**config.mk**
```make
export PLATFORM = sky130hd
export DESIGN_NAME = heartbeat_link_monitor
export DESIGN_NICKNAME = d
export VERILOG_FILES = /design/src/sv/hlm_pkg.sv /design/src/sv/hlm_regs.sv /design/src/sv/hlm_core.sv /design/src/sv/heartbeat_link_monitor.sv
export SDC_FILE = /design/constraint.sdc
export NUM_CORES = 1
export LEC_CHECK = 0
export BUFFER_PORTS_ARGS = -buffer_cell sky130_fd_sc_hd__buf_2
export CAP_MARGIN = 0
export CORE_MARGIN = 3
export CORE_UTILIZATION = 40
export DETAILED_ROUTE_END_ITERATION = 16
export GPL_TIMING_DRIVEN = 1
export REMOVE_ABC_BUFFERS = 1
export SLEW_MARGIN = 10
export SYNTH_ARGS = -nofsm -noshare
export SYNTH_HDL_FRONTEND = slang
export SYNTH_SLANG_ARGS = --single-unit
```
**constraint.sdc**
```tcl
create_clock -name clk -period 6.85 [get_ports clk]
set_clock_uncertainty 0.2 [all_clocks]
set_input_delay 0.685 -clock clk [delete_from_list [all_inputs] [get_ports clk]]
set_output_delay 0.685 -clock clk [all_outputs]
set_load 0.05 [all_outputs]
```
**src/sv/hlm_pkg.sv**
```systemverilog
// Shared types, constants and register map of the heartbeat link monitor.
package hlm_pkg;

  localparam int unsigned TIME_W   = 64;
  localparam int unsigned MAGIC_W  = 32;
  localparam int unsigned LEN_W    = 6;
  localparam int unsigned PERIOD_W = 16;
  localparam int unsigned LIMIT_W  = 13;
  localparam int unsigned RTT_W    = 14;
  localparam int unsigned APB_AW   = 4;
  localparam int unsigned APB_DW   = 32;
  localparam int unsigned IN_DW    = 104;
  localparam int unsigned OUT_DW   = 80;

  localparam logic [MAGIC_W-1:0] MAGIC_PING  = 32'h5049_4E47;
  localparam logic [MAGIC_W-1:0] MAGIC_PONG  = 32'h504F_4E47;
  localparam logic [MAGIC_W-1:0] MAGIC_STOP  = 32'h5354_4F50;
  localparam logic [MAGIC_W-1:0] MAGIC_START = 32'h5354_5254;

  localparam logic [LEN_W-1:0] PROBE_BYTES = 6'd12;
  localparam logic [LEN_W-1:0] MIN_BYTES   = 6'd4;

  localparam logic [PERIOD_W-1:0] PING_PERIOD_RESET = 16'd1000;
  localparam logic [PERIOD_W-1:0] TIMEOUT_RESET     = 16'd3000;
  localparam logic [LIMIT_W-1:0]  RTT_LIMIT_RESET   = 13'd5000;

  localparam logic signed [RTT_W-1:0] RTT_NONE = -14'sd1;

  typedef enum logic [1:0] {
    SEND_NONE = 2'd0,
    SEND_PING = 2'd1,
    SEND_PONG = 2'd2
  } send_t;

  typedef enum logic [1:0] {
    REG_PING_PERIOD = 2'd0,
    REG_TIMEOUT     = 2'd1,
    REG_RTT_LIMIT   = 2'd2
  } reg_index_t;

  typedef struct packed {
    logic [PERIOD_W-1:0] ping_period;
    logic [PERIOD_W-1:0] timeout;
    logic [LIMIT_W-1:0]  rtt_limit;
  } cfg_t;

  typedef struct packed {
    logic               kind;
    logic [MAGIC_W-1:0] magic;
    logic [LEN_W-1:0]   length;
    logic [TIME_W-1:0]  stamp;
  } item_t;

  typedef struct packed {
    send_t                    send;
    logic [TIME_W-1:0]        send_stamp;
    logic                     connected;
    logic signed [RTT_W-1:0]  round_trip;
    logic                     paused;
  } result_t;

endpackage

```
**src/sv/hlm_regs.sv**
```systemverilog
// Configuration registers of the heartbeat link monitor behind the APB port.
module hlm_regs (
  input  logic                         clk,
  input  logic                         rst,
  input  logic                         psel,
  input  logic                         penable,
  input  logic                         pwrite,
  input  logic [hlm_pkg::APB_AW-1:0]   paddr,
  input  logic [hlm_pkg::APB_DW-1:0]   pwdata,
  output logic [hlm_pkg::APB_DW-1:0]   prdata,
  output logic                         pready,
  output hlm_pkg::cfg_t                cfg
);
  import hlm_pkg::*;

  reg_index_t index;
  logic       write_en;

  assign pready   = 1'b1;
  assign index    = reg_index_t'(paddr[APB_AW-1:2]);
  assign write_en = psel && penable && pwrite && pready;

  always_ff @(posedge clk) begin
    if (rst) begin
      cfg.ping_period <= PING_PERIOD_RESET;
      cfg.timeout     <= TIMEOUT_RESET;
      cfg.rtt_limit   <= RTT_LIMIT_RESET;
    end else if (write_en) begin
      unique case (index)
        REG_PING_PERIOD: cfg.ping_period <= pwdata[PERIOD_W-1:0];
        REG_TIMEOUT:     cfg.timeout     <= pwdata[PERIOD_W-1:0];
        REG_RTT_LIMIT:   cfg.rtt_limit   <= pwdata[LIMIT_W-1:0];
        default: ;
      endcase
    end
  end

  always_comb begin
    unique case (index)
      REG_PING_PERIOD: prdata = {{(APB_DW-PERIOD_W){1'b0}}, cfg.ping_period};
      REG_TIMEOUT:     prdata = {{(APB_DW-PERIOD_W){1'b0}}, cfg.timeout};
      REG_RTT_LIMIT:   prdata = {{(APB_DW-LIMIT_W){1'b0}}, cfg.rtt_limit};
      default:         prdata = '0;
    endcase
  end

endmodule

```
**src/sv/hlm_core.sv**
```systemverilog
// Link state and the update applied to each request.
module hlm_core (
  input  logic             clk,
  input  logic             rst,
  input  hlm_pkg::cfg_t    cfg,
  input  logic             step,
  input  hlm_pkg::item_t   item,
  output hlm_pkg::result_t result
);
  import hlm_pkg::*;

  logic [TIME_W-1:0]       clock_ms;
  logic [TIME_W-1:0]       clock_ms_next;
  logic [TIME_W-1:0]       last_heard;
  logic [TIME_W-1:0]       last_heard_next;
  logic [TIME_W-1:0]       last_ping_sent;
  logic [TIME_W-1:0]       last_ping_sent_next;
  logic                    link_up;
  logic                    link_up_next;
  logic signed [RTT_W-1:0] rtt_value;
  logic signed [RTT_W-1:0] rtt_value_next;
  logic                    pause_flag;
  logic                    pause_flag_next;

  logic [TIME_W-1:0] clock_inc;
  logic [TIME_W-1:0] rtt_diff;
  logic [TIME_W-1:0] silence;
  logic              ping_due;
  logic              rtt_ok;
  logic              long_enough;
  logic              probe_len;
  send_t             send;
  logic [TIME_W-1:0] send_stamp;

  assign clock_inc   = clock_ms + 1'b1;
  assign ping_due    = (clock_inc - last_ping_sent) >= {{(TIME_W-PERIOD_W){1'b0}}, cfg.ping_period};
  assign rtt_diff    = clock_ms - item.stamp;
  assign rtt_ok      = rtt_diff < {{(TIME_W-LIMIT_W){1'b0}}, cfg.rtt_limit};
  assign long_enough = item.length >= MIN_BYTES;
  assign probe_len   = item.length == PROBE_BYTES;

  always_comb begin
    clock_ms_next       = clock_ms;
    last_heard_next     = last_heard;
    last_ping_sent_next = last_ping_sent;
    link_up_next        = link_up;
    rtt_value_next      = rtt_value;
    pause_flag_next     = pause_flag;
    send                = SEND_NONE;
    send_stamp          = '0;
    if (!item.kind) begin
      clock_ms_next = clock_inc;
      if (ping_due) begin
        send                = SEND_PING;
        send_stamp          = clock_inc;
        last_ping_sent_next = clock_inc;
      end
    end else if (long_enough) begin
      if (item.magic == MAGIC_PING && probe_len) begin
        last_heard_next = clock_ms;
        link_up_next    = 1'b1;
        send            = SEND_PONG;
        send_stamp      = item.stamp;
      end else if (item.magic == MAGIC_PONG && probe_len) begin
        last_heard_next = clock_ms;
        link_up_next    = 1'b1;
        if (rtt_ok) begin
          rtt_value_next = signed'(rtt_diff[RTT_W-1:0]);
        end
      end else if (item.magic == MAGIC_STOP) begin
        pause_flag_next = 1'b1;
      end else if (item.magic == MAGIC_START) begin
        pause_flag_next = 1'b0;
      end
    end
    silence = clock_ms_next - last_heard_next;
    if (silence > {{(TIME_W-PERIOD_W){1'b0}}, cfg.timeout}) begin
      link_up_next   = 1'b0;
      rtt_value_next = RTT_NONE;
    end
  end

  always_comb begin
    result.send       = send;
    result.send_stamp = send_stamp;
    result.connected  = link_up_next;
    result.round_trip = rtt_value_next;
    result.paused     = pause_flag_next;
  end

  always_ff @(posedge clk) begin
    if (rst) begin
      clock_ms       <= '0;
      last_heard     <= '0;
      last_ping_sent <= '0;
      link_up        <= 1'b0;
      rtt_value      <= RTT_NONE;
      pause_flag     <= 1'b0;
    end else if (step) begin
      clock_ms       <= clock_ms_next;
      last_heard     <= last_heard_next;
      last_ping_sent <= last_ping_sent_next;
      link_up        <= link_up_next;
      rtt_value      <= rtt_value_next;
      pause_flag     <= pause_flag_next;
    end
  end

endmodule

```
**src/sv/heartbeat_link_monitor.sv**
```systemverilog
// Top level of the heartbeat link monitor: input and result registers around the core.
//
//   channel   direction  handshake          payload
//   s_*       in         s_tvalid/s_tready  tick or received packet
//   m_*       out        m_tvalid/m_tready  send request and link status
//   APB       in         psel/penable       ping period, timeout, round-trip limit
//
// One request per cycle is accepted while no result stalls; each result passes through
// the input register, the core's state update and the result register.
// Reset clears the valid flags and the link state; registers return to defaults.
// A stalled result holds; the input register takes one more request, then s_tready drops.
module heartbeat_link_monitor (
  input  logic                        clk,
  input  logic                        rst,
  input  logic                        s_tvalid,
  output logic                        s_tready,
  // [31:0] magic, [37:32] length, [101:38] stamp, [103:102] zero
  input  logic [hlm_pkg::IN_DW-1:0]   s_tdata,
  // [0] kind
  input  logic                        s_tuser,
  output logic                        m_tvalid,
  input  logic                        m_tready,
  // [63:0] send_stamp, [64] connected, [78:65] round_trip, [79] paused
  output logic [hlm_pkg::OUT_DW-1:0]  m_tdata,
  // [1:0] send
  output logic [1:0]                  m_tuser,
  input  logic                        psel,
  input  logic                        penable,
  input  logic                        pwrite,
  input  logic [hlm_pkg::APB_AW-1:0]  paddr,
  input  logic [hlm_pkg::APB_DW-1:0]  pwdata,
  output logic [hlm_pkg::APB_DW-1:0]  prdata,
  output logic                        pready
);
  import hlm_pkg::*;

  cfg_t    cfg;
  item_t   in_item;
  logic    in_valid;
  result_t core_result;
  result_t out_result;
  logic    out_valid;
  logic    advance;
  logic    step;

  hlm_regs u_regs (
    .clk     (clk),
    .rst     (rst),
    .psel    (psel),
    .penable (penable),
    .pwrite  (pwrite),
    .paddr   (paddr),
    .pwdata  (pwdata),
    .prdata  (prdata),
    .pready  (pready),
    .cfg     (cfg)
  );

  hlm_core u_core (
    .clk    (clk),
    .rst    (rst),
    .cfg    (cfg),
    .step   (step),
    .item   (in_item),
    .result (core_result)
  );

  assign advance  = !out_valid || m_tready;
  assign step     = in_valid && advance;
  assign s_tready = !in_valid || advance;

  always_ff @(posedge clk) begin
    if (rst) begin
      in_valid <= 1'b0;
    end else if (s_tready) begin
      in_valid <= s_tvalid;
    end
  end

  always_ff @(posedge clk) begin
    if (s_tvalid && s_tready) begin
      in_item.kind   <= s_tuser;
      in_item.magic  <= s_tdata[31:0];
      in_item.length <= s_tdata[37:32];
      in_item.stamp  <= s_tdata[101:38];
    end
  end

  always_ff @(posedge clk) begin
    if (rst) begin
      out_valid <= 1'b0;
    end else if (advance) begin
      out_valid <= in_valid;
    end
  end

  always_ff @(posedge clk) begin
    if (step) begin
      out_result <= core_result;
    end
  end

  assign m_tvalid = out_valid;
  assign m_tuser  = out_result.send;
  assign m_tdata  = {out_result.paused, out_result.round_trip,
                     out_result.connected, out_result.send_stamp};

endmodule

```
Word-level counts from Yosys, hierarchy flattened
Cells that the tools add are included.

word-level totals
  bits in registers = 440
  input port bits = 148
  word-level logic and storage cells = 82

operators by class
  add/subtract/negate cells = 4
  magnitude comparators = 4
  eq/ne operators = 7
  multiplexer cells = 31
  bitwise gates (word level) = 1
  reductions and logical operators = 15

operators by type and width
  operator               number
  $mux 64                9
  $sub 64x64->64         3
  $eq 32x31->1 const B   4
  $mux 14                6
  $add 64x1->64 const B  1
  $ge 64x16->1           1
  $gt 64x16->1           1
  $lt 64x13->1           1
  $pmux 16 s3            1
  $mux 1                 12
  $eq 6x4->1 const B     1
  $ge 6x3->1 const B     1
  $logic_and 1x1->1      6
  $mux 2                 3
  $reduce_and 2->1       3
  $reduce_and 3->1       1
  $eq 2x1->1 const B     1
  $eq 2x2->1 const B     1
  $logic_not 1->1        2
  $logic_not 2->1        1
  $logic_or 1x1->1       2
  $not 1->1              1

Logic depth before layout (Yosys ltp)
Gate-level depths: netlist (run 1).

  word-level depth = 9
  gate-level depth with buffers = 31
  depth with buffers taken out = 29

Hierarchy
Synthesis (run 1) repeated with hierarchy kept, for this count alone.

unflattened totals
  cells, all modules = 4,364
  area, all modules = 35,819.4 um^2

by module, submodules not included
  module                  instances  cells each  area an instance (um^2)
  hlm_core                1          3,925       27,889.2
  heartbeat_link_monitor  1          195         5,659.2
  hlm_regs                1          244         2,270.9

Worst setup path after synthesis (run 1)
Ideal clock, no wire load.

  path type = register to register
  from = reg in_item[99] in the netlist's numbering
  to = reg u_core.rtt_value[12]
  library setup time = 125 ps
  arrival = 7,007 ps
  setup slack = -482 ps
  cell stages (with the launch flop) = 31
  buffers on the path = 4
  period minus slack after synthesis = 7,332 ps
  path through = edfxtp_1 nor4bb_1 o41ai_1 or3_1 nor3_1 clkbuf_1 buf_1 mux2i_1 fa_1 a21o_1 a221oi_1 nor3_1 or2_2 a21oi_1 xnor2_1 ha_1 nand4_1 nor2_1 a22o_1 nor4_1 o21ai_0 a2111o_1 a2111oi_0 nand4_1 nor4_1 and4_1 buf_4 a21oi_2 or2_4 buf_12 a2bb2oi_2

between the ends
  cells in the longest elaborated chain, start to end = 9
  elaborated cells between the ends (all ways) = 15
  classes of those cells = add/sub: 1; order compare: 1; eq/ne: 2; mux: 9; reduce/logical: 2

ends and longest elaborated chain
  element               RTL line                      RTL
  from (decl)           heartbeat_link_monitor.sv:38  item_t in_item;
  $eq 32x31->1          hlm_core.sv:64                end else if (item.magic == MAGIC_PONG && probe_len) begin
  $logic_and 1x1->1     hlm_core.sv:64
  $mux 64               hlm_core.sv:64
  $mux 64               hlm_core.sv:59                if (item.magic == MAGIC_PING && probe_len) begin
  $mux 64               hlm_core.sv:58                end else if (long_enough) begin
  $mux 64               hlm_core.sv:51                if (!item.kind) begin
  $sub 64x64->64        hlm_core.sv:76                silence = clock_ms_next - last_heard_next;
  $gt 64x16->1          hlm_core.sv:77                if (silence > {{(TIME_W-PERIOD_W){1'b0}}, cfg.timeout}) begin
  $mux 14 (*)           hlm_core.sv:77
  to (signal assigned)  hlm_core.sv:104               rtt_value <= rtt_value_next;
  to (decl)             hlm_core.sv:20                logic signed [RTT_W-1:0] rtt_value;

Mark *: on every way between the ends. The rest lies on a longest branch, timed or not.
A chain may end at the register's enable or synchronous reset.

==> results of run 1 <==
## critical path: cells and delay by family, from the launching register on
kind,cells,cell delay (ns)
DFF,1,0.36
AOI/OAI and AO/OA,6,1.37
xor gates and xnor gates,1,0.47
and+or+nand+nor,12,2.26
buffers and inverters,8,1.44
adders and majority gates,1,0.35
## timing repair
item / CTS / global route
hold endpoints to repair: 18 / 0
pin swaps: 19 / 53
hold buffers: 18 / 0
gates cloned: 1 / 5
resized for setup: 45 / 123
setup buffers: 6 / 9
setup endpoints to repair: 159 / 159
## layer usage
metal,vias to the layer above,share of wire (%)
met5,-,0.0098
met4,2,2.8
met3,180,7.2
met2,1214,45
met1,16672,45
li1,16740,-
## registers in the layout, summed over array words and instances, names as in the netlist, 2 cells and up
| signal | count |
|---|---|
| u_core.last_heard | 64 |
| m_tuser | 2 |
| u_regs.cfg | 45 |
| u_core.last_ping_sent | 64 |
| u_core.clock_ms | 64 |
| u_core.rtt_value | 14 |
| m_tdata | 80 |
| in_item | 103 |
## metrics by stage
stage                     setup TNS [ns]  total power [µW]  cells  setup WS [ns]
after global routing               -8.63              7810   6081         -0.240
after CTS                              0              7500   6067        0.00462
after global placement            -23.59              4510   5945         -0.500
after detailed placement          -39.11              4520   5945         -0.679
after floorplan                  -619.71              3850   3920          -7.76
final                                  0              7510   6082          0.123
## cell usage in the layout (no fill, tap or decap), types with 85 or more instances in the layout
| master | n |
|---|---|
| buf_4 | 665 |
| nand2_1 | 390 |
| a21oi_1 | 385 |
| nor2_1 | 340 |
| dfxtp_1 | 254 |
| inv_1 | 232 |
| ha_1 | 226 |
| buf_2 | 226 |
| o21ai_0 | 202 |
| nor3_1 | 200 |
| edfxtp_1 | 185 |
| nand4_1 | 130 |
| xor2_1 | 126 |
| xnor2_1 | 120 |
| mux2i_1 | 97 |
| a211oi_1 | 85 |
## power by group through the flow
stage | clock, µW | sequential (µW) | combinational (µW)
2_1_floorplan | 0 | 3020 | 838
3_3_place_gp | 0 | 2960 | 1560
3_5_place_dp | 0 | 2960 | 1560
4_1_cts | 3010 | 2900 | 1590
5_1_grt | 3110 | 2910 | 1790
6_report | 2960 | 2900 | 1650
## worst min-delay path by stage
stage / endpoint / start / cells past startpoint
6_report: in_item[53]$_DFFE_PP_ / s_tdata[91] / 1
5_1_grt: in_item[48]$_DFFE_PP_ / s_tdata[86] / 1
4_1_cts: in_item[45]$_DFFE_PP_ / s_tdata[83] / 1
3_5_place_dp: u_core.rtt_value[0]$_SDFFE_PP1P_ / u_core.rtt_value[0]$_SDFFE_PP1P_ / 1
3_3_place_gp: u_core.last_heard[63]$_SDFFE_PP0P_ / u_core.last_heard[63]$_SDFFE_PP0P_ / 2
2_1_floorplan: u_core.last_heard[63]$_SDFFE_PP0P_ / u_core.last_heard[63]$_SDFFE_PP0P_ / 2
## layout make-up
class | instances | area [µm²] | share of cell area, %
Timing Repair Buffer | 928 | 6660 | 15.3
Tap cell | 1134 | 1420 | 3.26
Inverter | 235 | 890 | 2.04
Multi-Input combinational cell | 3246 | 22100 | 50.7
Clock buffer | 66 | 1450 | 3.33
Sequential cell | 440 | 10700 | 24.5
Antenna cell | 1 | 2.50 | 0.00575
Clock inverter | 32 | 395 | 0.908
## logic make-up after synthesis
| kind of cell | after synthesis |
|---|---|
| other | 2 |
| XOR/XNOR | 263 |
| AND/OR/NAND/NOR | 1395 |
| buffers and inverters | 535 |
| multiplexers | 119 |
| AO/OA/AOI/OAI | 1214 |
| adder cells (fa/ha/maj) | 237 |
| flip-flops | 440 |
==> impl_metrics.yaml, run 1 <==
power_and_ir_drop:
  power_density_nw_per_um2: 173
  max-vdd-ir-drop_mv: 0.200
  p_sw_uw: 2270
  seqPwrFrac_pct: 38.7
  clockPowerShare_pct: 39.4
  p_int_uw: 5240
  pwr-share-comb_pct: 22.0
  switching_share_pct: 30.2
  leakage_uw: 0.0189
global_route:
  antenna_found_initial: 3
  grt_pass1_vias: 32555
  grt_start_max_net_pins: 151
  grt_pass1_wl_um: 197000
  gr-total-overflow: 0
  grt_use_met2_pct: 44.5
  met3_usage_pct: 3.61
  met1_usage_pct: 40.4
  grt_busiest_layer: "met2"
  grt_usage_pct: 28.3
synth:
  synthArstFlopShare_pct: 0
  yosys_most_used_dff: "dfxtp_1"
  synthMuxAreaShare_pct: 3.54
  ys_types: 105
  seq_area_frac_synth_pct: 31.3
  postSynthAreaPerCell_um2: 8.09
  syn_area_um2: 34000
  synth-compound-area-share_pct: 23.5
  synth_edf_count: 185
  synth.cells.most_frequent: "a21oi_1 (405), nand2_1 (393), nor2_1 (349)"
  yosys_warnings: 0
  synthSimpleGateAreaFrac_pct: 19.6
  synth_top_family_by_area: "compound AO/OA/AOI/OAI gates"
  yosys.area_share.xor_xnor_pct: 6.77
  ys_seq_elements: 440
  ys_top_cells_by_area: "edfxtp_1 (16%), dfxtp_1 (15%), ha_1 (8.6%)"
  synth_top_area_share_pct: 16.3
  synth_fa_ha_area_share_pct: 8.78
  yosysTopAreaCell: "edfxtp_1"
  synth_most_common_cell: "a21oi_1"
  synthCells: 4205
setup_path:
  worstReg2RegEnd: "m_tdata[27]$_DFFE_PP_"
  critPathMaxFanout: 10
  reg2regPathDepth: 28
  worstPathArrival_ns: 6.90
  setup.worst_path.end: "m_tdata[27]$_DFFE_PP_"
  critPathSlowestCell: "xnor2_1"
  required_ns: 7.02
  r2r-start: "u_core.clock_ms[0]$_SDFFE_PP0P_"
  crit_start: "u_core.clock_ms[0]$_SDFFE_PP0P_"
  cpMostUsedCell: "buf_4"
  slowest_delay_ns: 0.47
  r2r_slack_ns: 0.12
  crit_type: "reg -> reg"
  critPathCaptureType: "register"
  crit_path_start_kind: "register"
sta:
  hold_viol_final: 0
  whs_ns: 0.0343
  slew_viol_final: 0
  finalCritPeriodShare_pct: 98.2
  slew_headroom_pct: 18.3
  fmax_ghz: 0.149
  grt_setup_unrepaired: "yes"
  worstMarginPinSlew_ns: 1.22
  setup_viol: 0
  min_period_ns: 6.73
floorplanning:
  die_h_um: 298
  initial_core_util_pct: 40.5
  dieArea_um2: 88600
  ios: 265
  dieWidth_um: 298
  rows: 106
  core-area_um2: 84000
cells_and_area:
  post-route-util_pct: 51.9
  nFillCells: 8033
  drive_gt1_share_pct: 24.3
  design_area_um2: 43500
  fin_nets: 5288
  syn_to_final_growth_pct: 28.0
detailed_routing:
  vias: 34808
  remaining_drc_errors: 0
  first_pass_iters: 6
  viasPerCell: 5.72
  ant_nets: 0
  wire_per_inst_um: 21.8
  drt_iter0_drc: 3077
  wl_um: 133000
placed_design:
  portBuffers: 227
  place_hpwl_um: 105000
  postPlaceCellArea_um2: 40500
  gp_congestion: 0.968
cts:
  cts.clk_slew.worst_paths_ns: 0.06
  cts_buffers: 52
  cts_root_buf: "clkbuf_16"
  h-tree-depth: 2
  cts_tree: "done"
  cts_sinks: 440
  clk-insertion-delay-late_ns: 0.65
  cts.path.max_buffers: 3
min_path:
  hp-class: "in -> reg"
flow_run:
  cap_violations: 0
outcome:
  status: "finished, final reports clean"
Power figures use the tool's default switching activity.
==> run 2: changes to the inputs <==
Settings changed: ABC_AREA from default to 1.
==> run 2 against run 1 <==
Against the previous run:
- utilization decreased by 4.1 points
- highest routed layer is now met4
- register-to-register slack better by 0.05 ns
- design area grew 2.8%
- non-clock buffer count fell by 333
- power grew 36%
- clock-buffer cell count decreased by 4
- critical path type unchanged
- first-iteration DRC count increased by 34%
- via count up 23%
- maximum frequency up 0.80%
==> impl_metrics.yaml, run 2 <==
outcome:
  status: "finished, final reports clean"
cts:
  cts_tree: "done"
  cts_root_buf: "clkbuf_16"
  cts_sinks: 440
  cts.clk_slew.worst_paths_ns: 0.06
  h-tree-depth: 2
  cts_buffers: 48
  clk-insertion-delay-late_ns: 0.63
  cts.path.max_buffers: 3
power_and_ir_drop:
  max-vdd-ir-drop_mv: 0.150
  power_density_nw_per_um2: 229
  leakage_uw: 0.0231
synth:
  yosysTopAreaCell: "nand2_1"
  synth_top_family_by_area: "simple AND/OR/NAND/NOR gates"
  syn_area_um2: 38000
  synth_most_common_cell: "nand2_1"
  synthArstFlopShare_pct: 0
  ys_types: 53
  yosys.area_share.xor_xnor_pct: 2.53
  synthSimpleGateAreaFrac_pct: 34.5
  synth-compound-area-share_pct: 14.4
  seq_area_frac_synth_pct: 28.0
  ys_seq_elements: 440
  synth.cells.most_frequent: "nand2_1 (1820), inv_1 (1100), nor2_1 (694)"
  synth_edf_count: 185
  synthCells: 6237
  synth_top_area_share_pct: 18.0
  ys_top_cells_by_area: "nand2_1 (18%), edfxtp_1 (15%), dfxtp_1 (13%)"
  postSynthAreaPerCell_um2: 6.10
  synth_fa_ha_area_share_pct: 7.85
  synthMuxAreaShare_pct: 0.0263
  yosys_warnings: 0
  yosys_most_used_dff: "dfxtp_1"
sta:
  hold_viol_final: 0
  worstMarginPinSlew_ns: 1.15
  finalCritPeriodShare_pct: 97.4
  slew_headroom_pct: 23.0
  whs_ns: 0.0270
  fmax_ghz: 0.150
  min_period_ns: 6.67
  grt_setup_unrepaired: "no"
  slew_viol_final: 0
  setup_viol: 0
detailed_routing:
  vias: 42706
  drt_iter0_drc: 4108
  viasPerCell: 5.31
  remaining_drc_errors: 0
  ant_nets: 0
  wl_um: 168000
  wire_per_inst_um: 20.9
  first_pass_iters: 8
cells_and_area:
  nFillCells: 10026
  multi_input_area_um2: 22700
  largest_reg_flops: 103
  drive_gt1_share_pct: 10.8
  design_area_um2: 44800
  fin_nets: 7135
  syn_to_final_growth_pct: 17.6
  seqCellArea_um2: 10700
  layout_commonest_cell: "nand2_1"
  top_register: "in_item"
  mostFrequentLayoutCells: "nand2_1 (1818), inv_1 (1097), nor2_1 (688)"
setup_path:
  required_ns: 7.01
  crit_type: "reg -> reg"
  critPathMaxFanout: 14
  crit_path_start_kind: "register"
  cpMostUsedCell: "nand2_1"
  worstPathArrival_ns: 6.84
  critPathCaptureType: "register"
  critPathSlowestCell: "dfxtp_2"
  slowest_delay_ns: 0.45
global_route:
  grt_start_max_net_pins: 164
  grt_pass1_wl_um: 243000
  gr-total-overflow: 0
  grt_usage_pct: 32.6
  antenna_found_initial: 0
  grt_pass1_vias: 39167
floorplanning:
  die_h_um: 314
  rows: 112
  ios: 265
  dieWidth_um: 314
  core-area_um2: 93700
  initial_core_util_pct: 40.6
  dieArea_um2: 98800
flow_run:
  cap_violations: 0
min_path:
  hp-class: "in -> reg"
placed_design:
  gp_congestion: 1.01
  place_hpwl_um: 140000
  portBuffers: 227
  postPlaceCellArea_um2: 43000
run 2: repair_timing:
action,4_1_cts,5_1_grt
pin swaps,0,6
buffers inserted,0,0
gates resized for setup,2,26
setup endpoints to repair,15,159
hold buffers,6,0
hold endpoints to repair,6,0
run 2: final timing paths:
check             slack [ns]  cells past startpoint                                    from                                     end
setup / recovery        0.18                     31         u_core.clock_ms[1]$_SDFFE_PP0P_                   m_tdata[65]$_DFFE_PP_
hold / removal          0.03                      1                             s_tdata[40]                    in_item[2]$_DFFE_PP_
setup reg to reg        0.18                     31         u_core.clock_ms[1]$_SDFFE_PP0P_                   m_tdata[65]$_DFFE_PP_
hold reg to reg         0.27                      2  u_core.last_ping_sent[35]$_SDFFE_PP0P_  u_core.last_ping_sent[35]$_SDFFE_PP0P_
run 2: cells by family after synthesis:
family | count (synthesis)
and+or+nand+nor | 3172
buffers and inverters | 1256
AOI/OAI and AO/OA | 1019
DFF | 440
adders and majority gates | 237
xor gates and xnor gates | 110
other | 2
muxes | 1
run 2: power breakdown:
part	internal [µW]	switching (µW)	total [µW]
sequential	2880	105	2990
clock	1480	1160	2640
combinational	1540	3070	4610
run 2: layout make-up:
cell class	count	share of cell area [%]
multi-input cells	4556	50.8
flip-flops and latches	440	23.8
inverters	1109	9.33
repair buffers	595	9.10
well taps	1254	3.51
clock buffers	62	2.88
clock inverters	23	0.573
diodes	1	0.00559
run 2: metrics by stage:
stage	setup TNS [ns]	power, µW	setup slack [ns]	utilization (%)	cells
floorplan	-176.98	5740	-2.55	-	6105
global placement	-4.09	7500	-0.297	45.9	7948
detailed placement	-2.74	7520	-0.210	45.9	7948
CTS	0	10200	0.0335	47.6	8039
global route	0	10800	0.0114	47.7	8039
finish	0	10200	0.176	47.7	8040
run 2: layer usage:
layer / vias to the layer above / share of wire (%) / track usage (%)
met1: 19933 / 44 / 45.9
met5: - / 0 / 0
met4: 0 / 3.4 / 9.90
li1: 20999 / - / -
met2: 1552 / 44 / 52.2
met3: 222 / 8.0 / 3.92
run 2: worst max-delay path, delay by kind of cell, from the launching register on:
family / cells / cell delay [ns]
buffers and inverters: 5 / 0.87
AO/OA/AOI/OAI: 2 / 0.41
AND/OR/NAND/NOR: 21 / 3.57
XOR/XNOR: 1 / 0.24
adder cells (fa/ha/maj): 2 / 0.65
flip-flops: 1 / 0.45
